File: config.mk
export PLATFORM = sky130hd
export DESIGN_NAME = refv_isqrt
export DESIGN_NICKNAME = d
export VERILOG_FILES = /design/src/rtl/assert_macros.svh /design/src/rtl/refv_isqrt.sv
export SDC_FILE = /design/constraint.sdc
export NUM_CORES = 2
export LEC_CHECK = 0
export BUFFER_PORTS_ARGS = -buffer_cell sky130_fd_sc_hd__clkbuf_2
export CAP_MARGIN = 0
export CORE_MARGIN = 10
export CORE_UTILIZATION = 60
export CTS_CLUSTER_DIAMETER = 200
export DETAILED_ROUTE_END_ITERATION = 8
export PLACE_DENSITY = 0.76
export SYNTH_ARGS = -nofsm -noshare
export SYNTH_HDL_FRONTEND = slang
export SYNTH_MEMORY_MAX_BITS = 65536
export SYNTH_SLANG_ARGS = --single-unit
File: constraint.sdc
create_clock -name clk_i -period 4.65 [get_ports clk_i]
set_input_delay 0.465 -clock clk_i [delete_from_list [all_inputs] [get_ports clk_i]]
set_output_delay 0.465 -clock clk_i [all_outputs]
set_load 0.02 [all_outputs]
File: src/rtl/assert_macros.svh
// Assertion helpers for the RTL; refraction_vector.sv includes them.
`ifndef ASSERT_MACROS_SVH
`define ASSERT_MACROS_SVH

// Checked only outside reset.
`define RV_ASSERT(lbl, prop, msg) \
  lbl: assert property (@(posedge clk_i) disable iff (!rst_ni) prop) else $error(msg);

// Checked at every edge, reset included.
`define RV_ASSERT_ALL(lbl, prop, msg) \
  lbl: assert property (@(posedge clk_i) prop) else $error(msg);

`endif

File: src/rtl/refv_isqrt.sv
// Floor square root, one result bit per stage.
module refv_isqrt #(
  parameter int unsigned W = 64
) (
  input  logic           clk_i,
  input  logic           en_i,
  input  logic [W-1:0]   rad_i,
  output logic [W/2-1:0] root_o
);

  localparam int unsigned N  = W / 2;
  localparam int unsigned RW = N + 3;

  logic [W-1:0]  x_q    [N];
  logic [RW-1:0] rem_q  [N];
  logic [N-1:0]  root_q [N];

  for (genvar g = 0; g < N; g++) begin : g_stg
    logic [W-1:0]  x_in;
    logic [RW-1:0] rem_in;
    logic [N-1:0]  root_in;
    logic [RW-1:0] cur;
    logic [RW-1:0] trial;

    if (g == 0) begin : g_first
      assign x_in    = rad_i;
      assign rem_in  = '0;
      assign root_in = '0;
    end else begin : g_next
      assign x_in    = x_q[g-1];
      assign rem_in  = rem_q[g-1];
      assign root_in = root_q[g-1];
    end

    // bring down the next two radicand bits
    assign cur   = {rem_in[RW-3:0], x_in[W-1:W-2]};
    assign trial = RW'({root_in, 2'b01});

    always_ff @(posedge clk_i) begin
      if (en_i) begin
        x_q[g] <= {x_in[W-3:0], 2'b00};
        if (cur >= trial) begin
          rem_q[g]  <= cur - trial;
          root_q[g] <= {root_in[N-2:0], 1'b1};
        end else begin
          rem_q[g]  <= cur;
          root_q[g] <= {root_in[N-2:0], 1'b0};
        end
      end
    end
  end

  assign root_o = root_q[N-1];

endmodule

==> impl_metrics.yaml <==
outcome:
  run_status: "finished, final reports clean"
global_route:
  grt_remaining_overflow: 0
  first_global_vias: 69200
  grt_max_degree: 201
  gr-usage-all-layers_pct: 22.4
  antenna_found_initial: 4
  grt_pass1_wl_um: 379000
route:
  wl_per_cell_um: 20.0
  viasPerCell: 5.85
  drc_errors: 0
  drt_iter0_drc: 5983
  route.antenna.remaining_nets: 0
  drtPass1Iterations: 6
  vias: 70300
  drt_wl_total_um: 241000
critical_path:
  r2r_slack_ns: 0.55
  rr_endpoint: "rem_q[1][325]$_DFFE_PP_"
  crit_required_ns: 5.27
  reg2regPathDepth: 10
  critical_path_arrival_ns: 4.73
  worstSetupPathType: "register to register"
  crit_fanout: 12
  r2r_start: "rem_q[1][280]$_DFFE_PP_"
  endpoint_kind: "register"
  crit_path_start_kind: "register"
timing:
  rsz0062_at_grt: "false"
  fin_tns_setup_ns: 0
  drv_slew: 0
  setup_viol: 0
  hold_viol_final: 0
  max_freq_mhz: 244
  max_slew_margin_pct: 25.4
  period_minus_slack_ns: 4.10
  min_period_over_period_pct: 88.3
  tightest_slew_ns: 1.12
  fin_skew_ns: 0.0500
final_layout:
  ff_latch_area_sq_um: 74900
  syn2layout_area_growth_pct: 11.2
  nFillCells: 13600
  mostFrequentLayoutCells: "edfxtp_1, inv_1, nand2_1, ha_1, o21ai_0"
  layout-drive-gt1-share_pct: 7.19
  final_common_cell: "edfxtp_1"
  nets: 9939
  multiInputGateArea_sq_um: 37900
  final_cell_area_sq_um: 129000
yosys:
  avgSynthCellArea_sq_um: 12.9
  synth_area_leaders: "edfxtp_1, ha_1, xnor2_1, xor2_1, inv_1"
  syn_inst: 8980
  synth_nets: 9608
  synth_edf_count: 2493
  synth-main-ff-cell: "edfxtp_1"
  synth_top_area_share_pct: 64.5
  ys_ff_latch: 2494
  ys_async_sr_fraction_pct: 0
  syn-cell-area_sq_um: 116000
  yosysSeqAreaShare_pct: 64.5
  synth.distinct_cells: 87
  yosys.area.top_type: "edfxtp_1"
  yosys_warnings: 0
floorplan:
  rows: 161
  die-area_sq_um: 211000
  core_sq_um: 192000
  start_util_pct: 60.3
  ios: 98
  die_h_um: 460
  die_x_um: 460
clock_network:
  cts-buffers-inserted: 275
  clk_pin_slew_ns: 0.06
  clock-sinks: 2494
  cts_tree: "yes"
  insertion_delay_ns: 0.92
  clk_path_buf_depth: 4
  cts_root_buf: "clkbuf_16"
  h-tree-depth: 5
  cts-resized-gates: 0
placement:
  globalplace.congestion: 0.912
  numPortBuffers: 97
  place_hpwl_um: 170000
  placed_area_sq_um: 120000
min_path:
  hold_path.class: "primary input to register"
  min_delay_path_depth: 2
  min_from: "rad_i[56]"
  worstHoldEndpoint: "x_q[0][56]$_DFFE_PP_"
pwr:
  power_density_nw_per_um2: 509
  p_leak_nw: 49.1
  vdd_ir_drop_max_v: 0.000419
flow_run:
  max_cap_viol_count: 0
[worst max-delay path, cell delays in order, from the launching register on]
cell       delay (ns)
edfxtp_1         0.40
ha_1             0.36
o21ai_0          0.13
a22oi_1          0.41
a211oi_1         0.20
o31ai_1          0.46
o311ai_0         0.23
a2111oi_0        0.54
or2_1            0.46
buf_4            0.30
mux2_1           0.34
[routing by layer]
metal,part of all wire [%],wire (um),global-route usage [%],vias to the layer above
met2,49,119000,38.4,1958
met1,42,101000,29.3,34000
met5,0,0,0,-
met3,4.8,11400,3.02,533
met4,3.7,8870,8.10,0
li1,-,-,-,33800
[worst max path at each step]
stage / slack [ns] / startpoint / depth (start not counted) / end
floorplan: 0.99 / rem_q[0][439]$_DFFE_PP_ / 12 / rem_q[0][477]$_DFFE_PP_
global placement: 0.74 / rem_q[1][280]$_DFFE_PP_ / 10 / rem_q[1][321]$_DFFE_PP_
detailed placement: 0.68 / rem_q[1][280]$_DFFE_PP_ / 10 / rem_q[1][322]$_DFFE_PP_
CTS: 0.64 / rem_q[1][280]$_DFFE_PP_ / 10 / rem_q[1][325]$_DFFE_PP_
global route: 0.11 / rem_q[1][280]$_DFFE_PP_ / 12 / rem_q[1][344]$_DFFE_PP_
finish: 0.55 / rem_q[1][280]$_DFFE_PP_ / 10 / rem_q[1][325]$_DFFE_PP_
[Yosys cell counts (51+ instances only)]
master	count
and2_1	51
nand2b_1	120
o21ai_0	516
nand3_1	136
a21oi_1	468
nand4_1	80
o21bai_1	57
or4_1	63
nor4_1	121
ha_1	562
nor2b_1	83
clkbuf_1	185
or3_1	109
nor2_1	482
xnor2_1	418
nor3_1	228
nand2_1	674
inv_1	690
and3_1	59
xor2_1	407
o21ai_1	53
a21o_1	225
o21a_1	104
edfxtp_1	2493
[where the power goes]
part           switching [mW]  total [mW]  internal (mW)
combinational            8.27        14.2           5.89
sequential               2.03        30.7           28.7
clock                    8.45        20.7           12.3
total                    18.8        65.6           46.8
[final cells by class]
| cell class | count | share of cell area, % |
|---|---|---|
| flip-flops and latches | 2494 | 58.1 |
| clock inverters | 144 | 1.04 |
| inverters | 695 | 2.02 |
| well taps | 2526 | 2.45 |
| clock buffers | 319 | 5.56 |
| diodes | 2 | 0.00388 |
| multi-input cells | 5595 | 29.4 |
| repair buffers | 250 | 1.50 |
[flip-flops by register name (all words and copies together) (netlist names)]
name,flops
rem_q,974
root_q,528
x_q,992
[repair_timing]
action / CTS / global route
buffers inserted: 0 / 0
endpoints found under the hold margin: 80 / 0
hold buffers: 65 / 0
[stage by stage]
step                      hold slack [ns]  util, %  instances  power [mW]  worst slack, ns
after floorplan                     0.400        -       8980        40.7            0.992
after global placement              0.400     62.3      11500        44.8            0.738
after detailed placement            0.405     62.3      11500        45.1            0.683
after CTS                           0.193     67.0      12000        66.1            0.640
after global routing                0.219     67.0      12000        68.8            0.114
final                               0.263     67.0      12000        65.6            0.545
[cell families after synthesis]
group           synth area share [%]
simple gates                    10.1
buf+inv                         2.89
compound gates                  9.33
fa+ha+maj                       6.06
flops                           64.5
xor+xnor                        6.23
mux                            0.873
No activity file was read; power rests on OpenSTA's default activity.
